File: config.mk
export PLATFORM = sky130hd
export DESIGN_NAME = slot_statistics_counter_bank_flat
export DESIGN_NICKNAME = d
export VERILOG_FILES = /design/src/rtl/core/ssc_pkg.sv /design/src/rtl/core/ssc_req_if.sv /design/src/rtl/core/ssc_rsp_if.sv /design/src/rtl/core/slot_statistics_counter_bank.sv /design/src/flat_wrapper.sv
export SDC_FILE = /design/constraint.sdc
export NUM_CORES = 2
export LEC_CHECK = 0
export BUFFER_PORTS_ARGS = -buffer_cell sky130_fd_sc_hd__buf_2
export CAP_MARGIN = 20
export CORE_UTILIZATION = 45
export DETAILED_ROUTE_END_ITERATION = 10
export GPL_ROUTABILITY_DRIVEN = 0
export PLACE_DENSITY_LB_ADDON = 0.05
export SYNTH_ARGS = -nofsm -noshare
export SYNTH_HDL_FRONTEND = slang
export SYNTH_SLANG_ARGS = --single-unit
File: constraint.sdc
create_clock -name clock -period 13.45 [get_ports clock]
set_clock_uncertainty 0.15 [all_clocks]
set_input_delay 4.035 -clock clock [delete_from_list [all_inputs] [get_ports clock]]
set_output_delay 4.035 -clock clock [all_outputs]
set_load 0.05 [all_outputs]
File: src/rtl/core/ssc_pkg.sv
// types, constants and widths shared by the slot statistics counter bank
`timescale 1ns / 1ps

package ssc_pkg;

   localparam int MAX_SLOTS = 16;
   localparam int SLOT_AW   = (MAX_SLOTS > 1) ? $clog2(MAX_SLOTS) : 1;
   localparam int CMD_W     = 3;
   localparam int SLOT_W    = 8;
   localparam int DATA_W    = 32;
   localparam int CAP_W     = 5;
   localparam int USED_W    = 5;
   localparam int DIV_CNT_W = $clog2(DATA_W);
   localparam int MEM_W     = 3 * DATA_W;

   localparam logic [CAP_W-1:0] CAP_RESET = CAP_W'(16);

   localparam logic MODE_COUNTER = 1'b0;
   localparam logic MODE_SAMPLE  = 1'b1;

   typedef enum logic [CMD_W-1:0] {
      CMD_RECORD_COUNTER = 3'd0,
      CMD_RECORD_SAMPLE  = 3'd1,
      CMD_SET_MODE       = 3'd2,
      CMD_QUERY          = 3'd3,
      CMD_CLEAR          = 3'd4
   } cmd_type;

   typedef enum logic [1:0] {
      S_IDLE,
      S_UPDATE,
      S_DIV,
      S_DONE
   } state_type;

   typedef struct packed {
      logic              slot_valid;
      logic              slot_used;
      logic              slot_mode;
      logic [DATA_W-1:0] sum_value;
      logic [DATA_W-1:0] sample_count;
      logic [DATA_W-1:0] max_amount;
      logic [DATA_W-1:0] average_value;
      logic [USED_W-1:0] used_count;
      logic              any_data;
   } rsp_payload_type;

endpackage

File: src/rtl/core/ssc_req_if.sv
// request channel of the slot statistics counter bank
`timescale 1ns / 1ps

interface ssc_req_if;
   logic                        valid;
   logic                        ready;
   logic [ssc_pkg::CMD_W-1:0]   cmd;
   logic [ssc_pkg::SLOT_W-1:0]  slot;
   logic [ssc_pkg::DATA_W-1:0]  amount;
   logic                        mode_in;

   modport source (output valid, output cmd, output slot, output amount, output mode_in,
                   input ready);
   modport sink (input valid, input cmd, input slot, input amount, input mode_in,
                 output ready);
endinterface

File: src/rtl/core/ssc_rsp_if.sv
// response channel of the slot statistics counter bank
`timescale 1ns / 1ps

interface ssc_rsp_if;
   logic                        valid;
   logic                        ready;
   logic                        slot_valid;
   logic                        slot_used;
   logic                        slot_mode;
   logic [ssc_pkg::DATA_W-1:0]  sum_value;
   logic [ssc_pkg::DATA_W-1:0]  sample_count;
   logic [ssc_pkg::DATA_W-1:0]  max_amount;
   logic [ssc_pkg::DATA_W-1:0]  average_value;
   logic [ssc_pkg::USED_W-1:0]  used_count;
   logic                        any_data;

   modport source (output valid, output slot_valid, output slot_used, output slot_mode,
                   output sum_value, output sample_count, output max_amount,
                   output average_value, output used_count, output any_data,
                   input ready);
   modport sink (input valid, input slot_valid, input slot_used, input slot_mode,
                 input sum_value, input sample_count, input max_amount,
                 input average_value, input used_count, input any_data,
                 output ready);
endinterface

File: src/rtl/core/slot_statistics_counter_bank.sv
// slot statistics counter bank: per-slot sums, counts, maxima and averages
// One request is handled at a time. A request is taken in one cycle, the slot
// is read from the statistics memory and updated in the next, and the average
// then comes from a shared restoring divider that produces one quotient bit per
// cycle; the response is then loaded into the output register once that register
// is empty or its response is being taken. The divider runs only when the slot is
// valid and its count is nonzero, and a new request is taken in the cycle after
// the response is loaded, while that response may still wait to be taken. The
// clear command zeroes all slots below the capacity, and the store is empty
// straight after reset with no clearing pass.
`timescale 1ns / 1ps

module slot_statistics_counter_bank (
   input  logic                         clock,
   input  logic                         reset,
   input  logic                         csr_we,
   input  logic [ssc_pkg::CAP_W-1:0]    csr_wdata,
   ssc_req_if.sink                      req_ch,
   ssc_rsp_if.source                    rsp_ch
);

   ssc_pkg::state_type                 state_ff, state_in;
   logic [ssc_pkg::CAP_W-1:0]          cap_ff;

   logic [ssc_pkg::MAX_SLOTS-1:0]      used_ff, used_in;
   logic [ssc_pkg::MAX_SLOTS-1:0]      slot_mode_ff, slot_mode_in;
   logic [ssc_pkg::MAX_SLOTS-1:0]      live_ff, live_in;
   logic [ssc_pkg::MAX_SLOTS-1:0]      nz_ff, nz_in;
   logic [ssc_pkg::USED_W-1:0]         used_total_ff, used_total_in;

   ssc_pkg::cmd_type                   cmd_ff, cmd_in;
   logic [ssc_pkg::SLOT_W-1:0]         slot_ff, slot_in;
   logic [ssc_pkg::DATA_W-1:0]         amount_ff, amount_in;
   logic                               req_mode_ff, req_mode_in;
   logic                               valid_ff, valid_in;

   logic [ssc_pkg::DATA_W-1:0]         sum_ff, sum_in;
   logic [ssc_pkg::DATA_W-1:0]         cnt_ff, cnt_in;
   logic [ssc_pkg::DATA_W-1:0]         max_ff, max_in;
   logic [ssc_pkg::DATA_W-1:0]         rem_ff, rem_in;
   logic [ssc_pkg::DATA_W-1:0]         quo_ff, quo_in;
   logic [ssc_pkg::DIV_CNT_W-1:0]      div_cnt_ff, div_cnt_in;

   ssc_pkg::rsp_payload_type           out_ff, out_in;
   logic                               out_valid_ff, out_valid_in;

   logic [ssc_pkg::MEM_W-1:0]          stat_mem [ssc_pkg::MAX_SLOTS];
   logic [ssc_pkg::MEM_W-1:0]          rd_data_ff;
   logic [ssc_pkg::SLOT_AW-1:0]        rd_addr;
   logic [ssc_pkg::SLOT_AW-1:0]        slot_idx;
   logic                               mem_we;
   logic [ssc_pkg::MEM_W-1:0]          mem_wdata;

   logic [ssc_pkg::SLOT_W-1:0]         cap_ext;
   logic [ssc_pkg::SLOT_W-1:0]         eff_cap;
   logic [ssc_pkg::MAX_SLOTS-1:0]      cap_mask;
   logic                               any_data_w;
   logic                               mark_slot;

   logic [ssc_pkg::DATA_W-1:0]         cur_sum, cur_cnt, cur_max;
   logic [ssc_pkg::DATA_W-1:0]         rec_sum, rec_cnt, rec_max;
   logic [ssc_pkg::DATA_W:0]           div_sh, div_diff;

   // capacity and slot addressing
   assign cap_ext  = ssc_pkg::SLOT_W'(cap_ff);
   assign eff_cap  = (cap_ext > ssc_pkg::SLOT_W'(ssc_pkg::MAX_SLOTS)) ?
                     ssc_pkg::SLOT_W'(ssc_pkg::MAX_SLOTS) : cap_ext;
   assign slot_idx = slot_ff[ssc_pkg::SLOT_AW-1:0];
   assign rd_addr  = req_ch.slot[ssc_pkg::SLOT_AW-1:0];

   always_comb begin
      for (int i = 0; i < ssc_pkg::MAX_SLOTS; i++) begin
         cap_mask[i] = ssc_pkg::SLOT_W'(i) < eff_cap;
      end
   end

   assign any_data_w = |(used_ff & live_ff & nz_ff & cap_mask);

   // slot data as stored, an entry not live since the last clear reads as zero
   assign cur_sum = live_ff[slot_idx] ?
                    rd_data_ff[ssc_pkg::MEM_W-1 -: ssc_pkg::DATA_W] : '0;
   assign cur_cnt = live_ff[slot_idx] ?
                    rd_data_ff[2*ssc_pkg::DATA_W-1 -: ssc_pkg::DATA_W] : '0;
   assign cur_max = live_ff[slot_idx] ? rd_data_ff[ssc_pkg::DATA_W-1:0] : '0;

   assign rec_sum   = cur_sum + amount_ff;
   assign rec_cnt   = cur_cnt + ssc_pkg::DATA_W'(1);
   assign rec_max   = (amount_ff > cur_max) ? amount_ff : cur_max;
   assign mem_wdata = {rec_sum, rec_cnt, rec_max};

   // shared restoring divider step
   assign div_sh   = {rem_ff, quo_ff[ssc_pkg::DATA_W-1]};
   assign div_diff = div_sh - {1'b0, cnt_ff};

   assign req_ch.ready         = (state_ff == ssc_pkg::S_IDLE);
   assign rsp_ch.valid         = out_valid_ff;
   assign rsp_ch.slot_valid    = out_ff.slot_valid;
   assign rsp_ch.slot_used     = out_ff.slot_used;
   assign rsp_ch.slot_mode     = out_ff.slot_mode;
   assign rsp_ch.sum_value     = out_ff.sum_value;
   assign rsp_ch.sample_count  = out_ff.sample_count;
   assign rsp_ch.max_amount    = out_ff.max_amount;
   assign rsp_ch.average_value = out_ff.average_value;
   assign rsp_ch.used_count    = out_ff.used_count;
   assign rsp_ch.any_data      = out_ff.any_data;

   always_comb begin
      state_in      = state_ff;
      used_in       = used_ff;
      slot_mode_in  = slot_mode_ff;
      live_in       = live_ff;
      nz_in         = nz_ff;
      used_total_in = used_total_ff;
      cmd_in        = cmd_ff;
      slot_in       = slot_ff;
      amount_in     = amount_ff;
      req_mode_in   = req_mode_ff;
      valid_in      = valid_ff;
      sum_in        = sum_ff;
      cnt_in        = cnt_ff;
      max_in        = max_ff;
      rem_in        = rem_ff;
      quo_in        = quo_ff;
      div_cnt_in    = div_cnt_ff;
      out_in        = out_ff;
      out_valid_in  = out_valid_ff;
      mem_we        = 1'b0;
      mark_slot     = 1'b0;

      if (rsp_ch.valid && rsp_ch.ready) begin
         out_valid_in = 1'b0;
      end

      case (state_ff)
         ssc_pkg::S_IDLE: begin
            if (req_ch.valid) begin
               cmd_in      = ssc_pkg::cmd_type'(req_ch.cmd);
               slot_in     = req_ch.slot;
               amount_in   = req_ch.amount;
               req_mode_in = req_ch.mode_in;
               valid_in    = req_ch.slot < eff_cap;
               state_in    = ssc_pkg::S_UPDATE;
            end
         end
         ssc_pkg::S_UPDATE: begin
            sum_in = cur_sum;
            cnt_in = cur_cnt;
            max_in = cur_max;
            case (cmd_ff)
               ssc_pkg::CMD_RECORD_COUNTER, ssc_pkg::CMD_RECORD_SAMPLE: begin
                  if (valid_ff) begin
                     mem_we                 = 1'b1;
                     sum_in                 = rec_sum;
                     cnt_in                 = rec_cnt;
                     max_in                 = rec_max;
                     live_in[slot_idx]      = 1'b1;
                     nz_in[slot_idx]        = |mem_wdata;
                     slot_mode_in[slot_idx] = (cmd_ff == ssc_pkg::CMD_RECORD_SAMPLE) ?
                                              ssc_pkg::MODE_SAMPLE : ssc_pkg::MODE_COUNTER;
                     mark_slot              = 1'b1;
                  end
               end
               ssc_pkg::CMD_SET_MODE: begin
                  if (valid_ff) begin
                     slot_mode_in[slot_idx] = req_mode_ff;
                     mark_slot              = 1'b1;
                  end
               end
               ssc_pkg::CMD_CLEAR: begin
                  live_in = live_ff & ~cap_mask;
                  sum_in  = '0;
                  cnt_in  = '0;
                  max_in  = '0;
               end
               default: begin
               end
            endcase
            if (mark_slot && !used_ff[slot_idx]) begin
               used_in[slot_idx] = 1'b1;
               if (used_total_ff != '1) begin
                  used_total_in = used_total_ff + ssc_pkg::USED_W'(1);
               end
            end
            if (!valid_ff) begin
               sum_in = '0;
               cnt_in = '0;
               max_in = '0;
            end
            rem_in     = '0;
            quo_in     = sum_in;
            div_cnt_in = '0;
            if (cnt_in == '0) begin
               quo_in   = '0;
               state_in = ssc_pkg::S_DONE;
            end else begin
               state_in = ssc_pkg::S_DIV;
            end
         end
         ssc_pkg::S_DIV: begin
            if (!div_diff[ssc_pkg::DATA_W]) begin
               rem_in = div_diff[ssc_pkg::DATA_W-1:0];
            end else begin
               rem_in = div_sh[ssc_pkg::DATA_W-1:0];
            end
            quo_in     = {quo_ff[ssc_pkg::DATA_W-2:0], ~div_diff[ssc_pkg::DATA_W]};
            div_cnt_in = div_cnt_ff + ssc_pkg::DIV_CNT_W'(1);
            if (div_cnt_ff == ssc_pkg::DIV_CNT_W'(ssc_pkg::DATA_W - 1)) begin
               state_in = ssc_pkg::S_DONE;
            end
         end
         ssc_pkg::S_DONE: begin
            if (!out_valid_ff || rsp_ch.ready) begin
               out_in.slot_valid    = valid_ff;
               out_in.slot_used     = valid_ff & used_ff[slot_idx];
               out_in.slot_mode     = valid_ff & slot_mode_ff[slot_idx];
               out_in.sum_value     = sum_ff;
               out_in.sample_count  = cnt_ff;
               out_in.max_amount    = max_ff;
               out_in.average_value = quo_ff;
               out_in.used_count    = used_total_ff;
               out_in.any_data      = any_data_w;
               out_valid_in         = 1'b1;
               state_in             = ssc_pkg::S_IDLE;
            end
         end
         default: begin
            state_in = ssc_pkg::S_IDLE;
         end
      endcase
   end

   always_ff @(posedge clock) begin
      if (reset) begin
         state_ff <= ssc_pkg::S_IDLE;
      end else begin
         state_ff <= state_in;
      end
   end

   always_ff @(posedge clock) begin
      if (reset) begin
         cap_ff        <= ssc_pkg::CAP_RESET;
         used_ff       <= '0;
         slot_mode_ff  <= '0;
         live_ff       <= '0;
         used_total_ff <= '0;
         out_valid_ff  <= 1'b0;
      end else begin
         if (csr_we) begin
            cap_ff <= csr_wdata;
         end
         used_ff       <= used_in;
         slot_mode_ff  <= slot_mode_in;
         live_ff       <= live_in;
         used_total_ff <= used_total_in;
         out_valid_ff  <= out_valid_in;
      end
   end

   always_ff @(posedge clock) begin
      nz_ff       <= nz_in;
      cmd_ff      <= cmd_in;
      slot_ff     <= slot_in;
      amount_ff   <= amount_in;
      req_mode_ff <= req_mode_in;
      valid_ff    <= valid_in;
      sum_ff      <= sum_in;
      cnt_ff      <= cnt_in;
      max_ff      <= max_in;
      rem_ff      <= rem_in;
      quo_ff      <= quo_in;
      div_cnt_ff  <= div_cnt_in;
      out_ff      <= out_in;
   end

   // statistics memory: sum, count and maximum of each slot
   always_ff @(posedge clock) begin
      if (mem_we) begin
         stat_mem[slot_idx] <= mem_wdata;
      end
      rd_data_ff <= stat_mem[rd_addr];
   end

   a_used_total: assert property (@(posedge clock) disable iff (reset)
      (used_total_ff == ssc_pkg::USED_W'($countones(used_ff))) || (used_total_ff == '1))
      else $error("used slot total out of step with used marks");

   a_accept_update: assert property (@(posedge clock) disable iff (reset)
      (req_ch.valid && req_ch.ready) |=> (state_ff == ssc_pkg::S_UPDATE))
      else $error("accepted request not followed by slot update");

   a_div_end: assert property (@(posedge clock) disable iff (reset)
      (state_ff == ssc_pkg::S_DIV &&
       div_cnt_ff == ssc_pkg::DIV_CNT_W'(ssc_pkg::DATA_W - 1)) |=>
      (state_ff == ssc_pkg::S_DONE))
      else $error("divider overran its last step");

   a_rsp_load: assert property (@(posedge clock) disable iff (reset)
      $rose(out_valid_ff) |-> $past(state_ff == ssc_pkg::S_DONE))
      else $error("response loaded outside the done state");

   a_mem_write: assert property (@(posedge clock) disable iff (reset)
      mem_we |-> (valid_ff && state_ff == ssc_pkg::S_UPDATE))
      else $error("statistics write for an invalid slot");

endmodule
File: src/flat_wrapper.sv
// flat-port wrapper written by rule: the top's interface ports become plain ports
module slot_statistics_counter_bank_flat 
  (clock, reset, csr_we, csr_wdata, req_ch_valid, req_ch_cmd, req_ch_slot, req_ch_amount, req_ch_mode_in, req_ch_ready, rsp_ch_valid, rsp_ch_slot_valid, rsp_ch_slot_used, rsp_ch_slot_mode, rsp_ch_sum_value, rsp_ch_sample_count, rsp_ch_max_amount, rsp_ch_average_value, rsp_ch_used_count, rsp_ch_any_data, rsp_ch_ready);
  ssc_req_if req_ch_i ();
  ssc_rsp_if rsp_ch_i ();
  input  logic clock;
  input  logic reset;
  input  logic csr_we;
  input  logic [ssc_pkg::CAP_W-1:0] csr_wdata;
  input wire logic [$bits(req_ch_i.valid)-1:0] req_ch_valid;
  input wire logic [$bits(req_ch_i.cmd)-1:0] req_ch_cmd;
  input wire logic [$bits(req_ch_i.slot)-1:0] req_ch_slot;
  input wire logic [$bits(req_ch_i.amount)-1:0] req_ch_amount;
  input wire logic [$bits(req_ch_i.mode_in)-1:0] req_ch_mode_in;
  output wire logic [$bits(req_ch_i.ready)-1:0] req_ch_ready;
  output wire logic [$bits(rsp_ch_i.valid)-1:0] rsp_ch_valid;
  output wire logic [$bits(rsp_ch_i.slot_valid)-1:0] rsp_ch_slot_valid;
  output wire logic [$bits(rsp_ch_i.slot_used)-1:0] rsp_ch_slot_used;
  output wire logic [$bits(rsp_ch_i.slot_mode)-1:0] rsp_ch_slot_mode;
  output wire logic [$bits(rsp_ch_i.sum_value)-1:0] rsp_ch_sum_value;
  output wire logic [$bits(rsp_ch_i.sample_count)-1:0] rsp_ch_sample_count;
  output wire logic [$bits(rsp_ch_i.max_amount)-1:0] rsp_ch_max_amount;
  output wire logic [$bits(rsp_ch_i.average_value)-1:0] rsp_ch_average_value;
  output wire logic [$bits(rsp_ch_i.used_count)-1:0] rsp_ch_used_count;
  output wire logic [$bits(rsp_ch_i.any_data)-1:0] rsp_ch_any_data;
  input wire logic [$bits(rsp_ch_i.ready)-1:0] rsp_ch_ready;
  assign req_ch_i.valid = req_ch_valid;
  assign req_ch_i.cmd = req_ch_cmd;
  assign req_ch_i.slot = req_ch_slot;
  assign req_ch_i.amount = req_ch_amount;
  assign req_ch_i.mode_in = req_ch_mode_in;
  assign req_ch_ready = req_ch_i.ready;
  assign rsp_ch_valid = rsp_ch_i.valid;
  assign rsp_ch_slot_valid = rsp_ch_i.slot_valid;
  assign rsp_ch_slot_used = rsp_ch_i.slot_used;
  assign rsp_ch_slot_mode = rsp_ch_i.slot_mode;
  assign rsp_ch_sum_value = rsp_ch_i.sum_value;
  assign rsp_ch_sample_count = rsp_ch_i.sample_count;
  assign rsp_ch_max_amount = rsp_ch_i.max_amount;
  assign rsp_ch_average_value = rsp_ch_i.average_value;
  assign rsp_ch_used_count = rsp_ch_i.used_count;
  assign rsp_ch_any_data = rsp_ch_i.any_data;
  assign rsp_ch_i.ready = rsp_ch_ready;
  slot_statistics_counter_bank u_core (.clock(clock), .reset(reset), .csr_we(csr_we), .csr_wdata(csr_wdata), .req_ch(req_ch_i), .rsp_ch(rsp_ch_i));
endmodule
* Yosys cells after proc, flatten, opt, wreduce, memory -nomap -nowiden
Memory sizes are Yosys's and may differ from the RTL's. A register that Yosys moved wholly into a read port is not among the register bits. Cells that the tools add are included. Widths: inputs -> output; s select.
Word-level totals: register bits after elaboration 420, bits in writable memories 1536, input port bits 54, output and inout port bits 139, logic and storage cells 150, memories 1
Operators by class: add/sub/neg operators 5, order comparisons 21, eq/ne operators 13, multiplexer cells 48, bitwise operators 10, reductions and logical operators 24
Memory list:
- u_core.stat_mem | words 16, width 96, rd ports 1, clocked after memory_dff 1, wr ports 1, line slot_statistics_counter_bank.sv:47 | logic [ssc_pkg::MEM_W-1:0] stat_mem [ssc_pkg::MAX_SLOTS];
Operators with widths (number):
- $pmux 32 s2 | 5
- $mux 32 | 9
- $reduce_or 96->1 | 1
- $and 16x16->16 | 4
- $lt 4x8->1 const A | 8
- $pmux 16 s2 | 2
- $bwmux 16 | 3
- $mux 16 | 3
- $sub 33x32->33 | 1
- $add 32x1->32 const B | 1
- $add 32x32->32 | 1
- $gt 32x32->1 | 1
- $logic_not 32->1 | 1
- $lt 3x8->1 const A | 4
- $or 16x16->16 | 2
- $lt 1x8->1 const A | 2
- $lt 2x8->1 const A | 2
- $mux 1 | 16
- $not 16->16 | 1
- $reduce_or 16->1 | 1
- $bmux 1 s4 | 3
- $reduce_and 3->1 | 4
- $add 5x1->5 const B | 2
- $pmux 5 s2 | 1
- 29 further kinds | 43

* Depth between registers and ports, before layout
depth in word-level cells 10, mapped depth 22, depth with buffers taken out 17

* Worst setup path before layout
Ideal clock, no wire load.
path kind register to register, start register u_core.state_ff[1], end memory u_core.stat_mem[10][0] (netlist name) (enable), library setup time 0.668 ns, arrival 10.446 ns, required time 12.632 ns, setup slack 2.186 ns, stages on the path, launching flop included 7, path buffers 2, clock period less this slack 11.264 ns, cell sequence dfxtp_1 inv_1 ha_1 nand3_1 clkbuf_1 buf_1 nor3_1
On the way: word-level cells in the longest chain between the ends 4
RTL lines:
- from (decl) | line slot_statistics_counter_bank.sv:22 | ssc_pkg::state_type state_ff, state_in;
- from (signal assigned) | line slot_statistics_counter_bank.sv:234 | state_ff <= ssc_pkg::S_IDLE;
- from (signal assigned) | line slot_statistics_counter_bank.sv:236 | state_ff <= state_in;
- $eq 2x1->1 | line slot_statistics_counter_bank.sv:134 | case (state_ff)
- $mux 1 | line slot_statistics_counter_bank.sv:134
- $mux 1 | line slot_statistics_counter_bank.sv:278 | if (mem_we) begin
- $mux 1 (not written as such) | line slot_statistics_counter_bank.sv:279 | stat_mem[slot_idx] <= mem_wdata;
- to (decl) | line slot_statistics_counter_bank.sv:47
Every way passes these cells.

* Worst setup path after layout
start register u_core.slot_ff[0] (netlist name), end register u_core.nz_ff[0] (netlist name), data pin
On the way: word-level cells in the longest chain between the ends 7, elaborated cells on any way between the ends 16, those cells by class add/sub: 2; order compare: 3; mux: 9; reduce/logical: 2
RTL lines:
- from (decl) | line slot_statistics_counter_bank.sv:32 | logic [ssc_pkg::SLOT_W-1:0] slot_ff, slot_in;
- from (signal assigned) | line slot_statistics_counter_bank.sv:263 | slot_ff <= slot_in;
- $bmux 1 s4 | line slot_statistics_counter_bank.sv:80, slot_statistics_counter_bank.sv:82, slot_statistics_counter_bank.sv:84
- $mux 1 (not written as such) | line slot_statistics_counter_bank.sv:80, slot_statistics_counter_bank.sv:82, slot_statistics_counter_bank.sv:84
- $mux 32 | line slot_statistics_counter_bank.sv:84 | assign cur_max = live_ff[slot_idx] ? rd_data_ff[ssc_pkg::DATA_W-1:0] : '0;
- $gt 32x32->1 | line slot_statistics_counter_bank.sv:88 | assign rec_max = (amount_ff > cur_max) ? amount_ff : cur_max;
- $mux 32 | line slot_statistics_counter_bank.sv:88
- $reduce_or 96->1 | line slot_statistics_counter_bank.sv:157 | nz_in[slot_idx] = |mem_wdata;
- $bwmux 16 * | line slot_statistics_counter_bank.sv:157
- to (signal assigned) | line slot_statistics_counter_bank.sv:261 | nz_ff <= nz_in;
- to (decl) | line slot_statistics_counter_bank.sv:28 | logic [ssc_pkg::MAX_SLOTS-1:0] nz_ff, nz_in;
Mark *: on every way between the ends. The rest lies on a longest branch, timed or not. The select of a mux whose other input is x is not followed. A chain may end at the register's enable or synchronous reset.

==> out/qor.yml <==
status: "completed"
crit_slowest_cell: "edfxtp_1"
layout_commonest_cell: "edfxtp_1"
final_cell_mix: "edfxtp_1 (1895), mux4_2 (490), nor2_1 (255)"
critPathRequiredTime_ps: 13730
dieHeight_um: 430.5
ant_nets: 0
reg2reg_to: "u_core.nz_ff[0]$_DFFE_PP_"
seq_area_um2: 60050
synth.distinct_cells: 84
hold_viol: 0
power_density_nw_per_um2: 189.7
drt_pass1_iterations: 5
fp.dieArea_um2: 185300
period_needed_ps: 7457
multiInputGateArea_um2: 21450
cp_top_family: "compound AO/OA/AOI/OAI gates"
dp_hpwl_um: 127000
core_um2: 181500
ys_warn_count: 0
grt_max_degree: 138
hp-class: "reg2reg"
grt_pass1_vias: 43888
area_growth_pct: 13.36
drv_cap: 0
hold_end: "u_core.rsp_ch.sum_value[21]$_DFFE_PP_"
synth.top_cell.area_share: 0.6887
wirelength_um: 228500
cpMostUsedCell: "buf_4"
cts_setup_buffers: 0
hold_buffers: 0
cts_tree: "done"
netlist_instances: 4431
synth_edf_count: 1895
hold_depth: 0
via_per_inst: 6.058
syn_avg_cell_area_um2: 18.65
cts_made_buffers: 212
crit_path_cell_trace: "nand2b_1 -> a2bb2oi_1 -> a21o_2 -> buf_4 -> and3_1 -> inv_1 -> ha_1 -> a2111oi_0 -> a21oi_1 -> o41ai_2 -> buf_4 -> o21bai_1 -> o2111ai_1 -> nor4_1 -> nand4_1 -> or4_1"
grt_use_total: 0.2471
yosysTopAreaCell: "edfxtp_1"
synth_compound_area_frac: 0.04072
cts_root_buf: "clkbuf_16"
arrival_ps: 7740
fin_cells: 7262
syn_area_um2: 82630
ctsResizeCount: 0
worst_pin_slew_ps: 1117
clk_pin_slew_ps: 60
synthFlopType: "edfxtp_1"
critical_path_class: "reg2reg"
cts_max_level: 4
synth_top_family_by_area: "multiplexers"
synth_fp_nets: 4595
initial_utilization: 0.4552
portBuffers: 192
antenna_found_initial: 4
synth_xor_area_frac: 0.009600
synthAdderAreaFrac: 0.01684
p_leak_nw: 30.84
fin_crit_sh: 0.5544
r2r-start: "u_core.slot_ff[0]$_DFFE_PP_"
reg2reg_slack_ps: 5990
placed_cells: 6858
final_layout_size_suffix_gt1_frac: 0.2449
cp-start-kind: "register"
cp-end-kind: "register"
rr_worst_depth: 16
min_from: "u_core.sum_ff[21]$_DFFE_PP_"
ir_worst_vdd_v: 0.0002120
maxSlewViolCount: 0
yosysSeqAreaShare: 0.7267
rsz0062_at_grt: "false"
synthTopCellsByArea: "edfxtp_1 (69%), mux4_2 (13%), dfxtp_1 (3.8%)"
slew_headroom: 0.2503
num-nets-final: 4871
cp_num_buf_inv: 3
clock_latency_ps: 840
finalSetupTns_ps: 0
drtIter0Drc: 4411
via_count: 43995
synth-async-reset-ratio: 0
synthMuxAreaShare: 0.1432
wl_per_cell_um: 31.47
drc_errors: 0
clock_path_buffers: 3
rows: 156
crit_cells: 16
synth-seq-cells: 2052
fmax_ghz: 0.1341
grt_pass1_wl_um: 325700
finalSetupViolCount: 0
die_x_um: 430.5
nFillCells: 14658
synth-simple-area-share: 0.04671
overflow: 0
cp_max_fo: 65
clkSinkCount: 2052
io_pins: 193
cp_slowest_stage_delay_ps: 950
[how the worst max path moves through the flow]
| stage | startpoint | endpoint | slack [ps] |
|---|---|---|---|
| 2_1_floorplan | u_core.state_ff[1]$_SDFFE_PP0P_ | u_core.stat_mem[10][0]$_DFFE_PP_ | 2190 |
| 3_3_place_gp | req_ch_slot[0] | u_core.rd_data_ff[6]$_DFF_P_ | 5650 |
| 3_5_place_dp | req_ch_slot[0] | u_core.rd_data_ff[5]$_DFF_P_ | 5580 |
| 4_1_cts | u_core.slot_ff[0]$_DFFE_PP_ | u_core.nz_ff[0]$_DFFE_PP_ | 6070 |
| 5_1_grt | u_core.slot_ff[0]$_DFFE_PP_ | u_core.nz_ff[0]$_DFFE_PP_ | 5610 |
| 6_report | u_core.slot_ff[0]$_DFFE_PP_ | u_core.nz_ff[0]$_DFFE_PP_ | 5990 |
[metal layers]
layer	share of wire	up-vias	GRT usage
met5	0	-	0
met4	0.022	0	0.06102
met3	0.063	304	0.03882
met2	0.48	1579	0.3970
met1	0.44	23484	0.3547
li1	-	18628	-
[final cells by class]
type                    count  area share
clock buffers             287     0.06238
multi-input cells        2036      0.2290
diodes                      4   0.0001069
well taps                2370     0.03166
repair buffers            300     0.02163
clock inverters           108    0.009965
flip-flops and latches   2052      0.6410
inverters                 105    0.004208
[state kept, by name, summed over array words and instances (netlist names), 4 cells and up]
signal,count
u_core.stat_mem,1536
u_core.rd_data_ff,96
u_core.amount_ff,32
u_core.cnt_ff,32
u_core.max_ff,32
u_core.quo_ff,32
u_core.rem_ff,32
u_core.rsp_ch.average_value,32
u_core.rsp_ch.max_amount,32
u_core.rsp_ch.sample_count,32
u_core.rsp_ch.sum_value,32
u_core.sum_ff,32
u_core.live_ff,16
u_core.nz_ff,16
u_core.slot_mode_ff,16
u_core.used_ff,16
u_core.cap_ff,5
u_core.div_cnt_ff,5
u_core.rsp_ch.used_count,5
u_core.used_total_ff,5
u_core.slot_ff,4
[stage by stage]
step,hold slack (ps),utilization,setup slack (ps),power [mW],area [µm²]
final,265.8,0.5160,5993,17.77,93670
after global routing,270.7,0.5160,5606,18.45,93660
after CTS,269.0,0.5157,6067,17.88,93620
after detailed placement,254.5,0.4784,5577,12.15,86840
after global placement,251.2,0.4781,5647,12.12,86790
after floorplan,250.3,-,2186,10.76,82630
[worst register-to-register path, delay by kind of cell, from the launching register on]
family	cells	cell delay (ps)
compound gates	7	2130
fa+ha+maj	1	310
buf+inv	3	1300
flops	1	950
simple gates	5	2200
[power breakdown]
part	total (mW)	switching, mW	internal (mW)
sequential	8.45	0.316	8.13
combinational	3.59	2.50	1.09
clock	5.73	2.47	3.26
[Yosys cell counts, drive strengths merged, types with 60 or more instances]
cell type / instances
nand2: 138
edfxtp: 1895
and3: 68
ha: 108
clkbuf: 165
dfxtp: 157
inv: 105
nor3: 60
a21oi: 134
buf: 73
o21ai: 77
nand3: 62
nor2: 260
mux4: 492
[cell families (layout without fill, tap and decap cells)]
family          after synthesis  after routing
flops                      2052           2052
fa+ha+maj                   110            110
other cells                   0              4
buf+inv                     343            800
mux                         563            563
simple gates                771            771
xor+xnor                     89             89
compound gates              503            503
No activity file was read; power rests on OpenSTA's default activity.
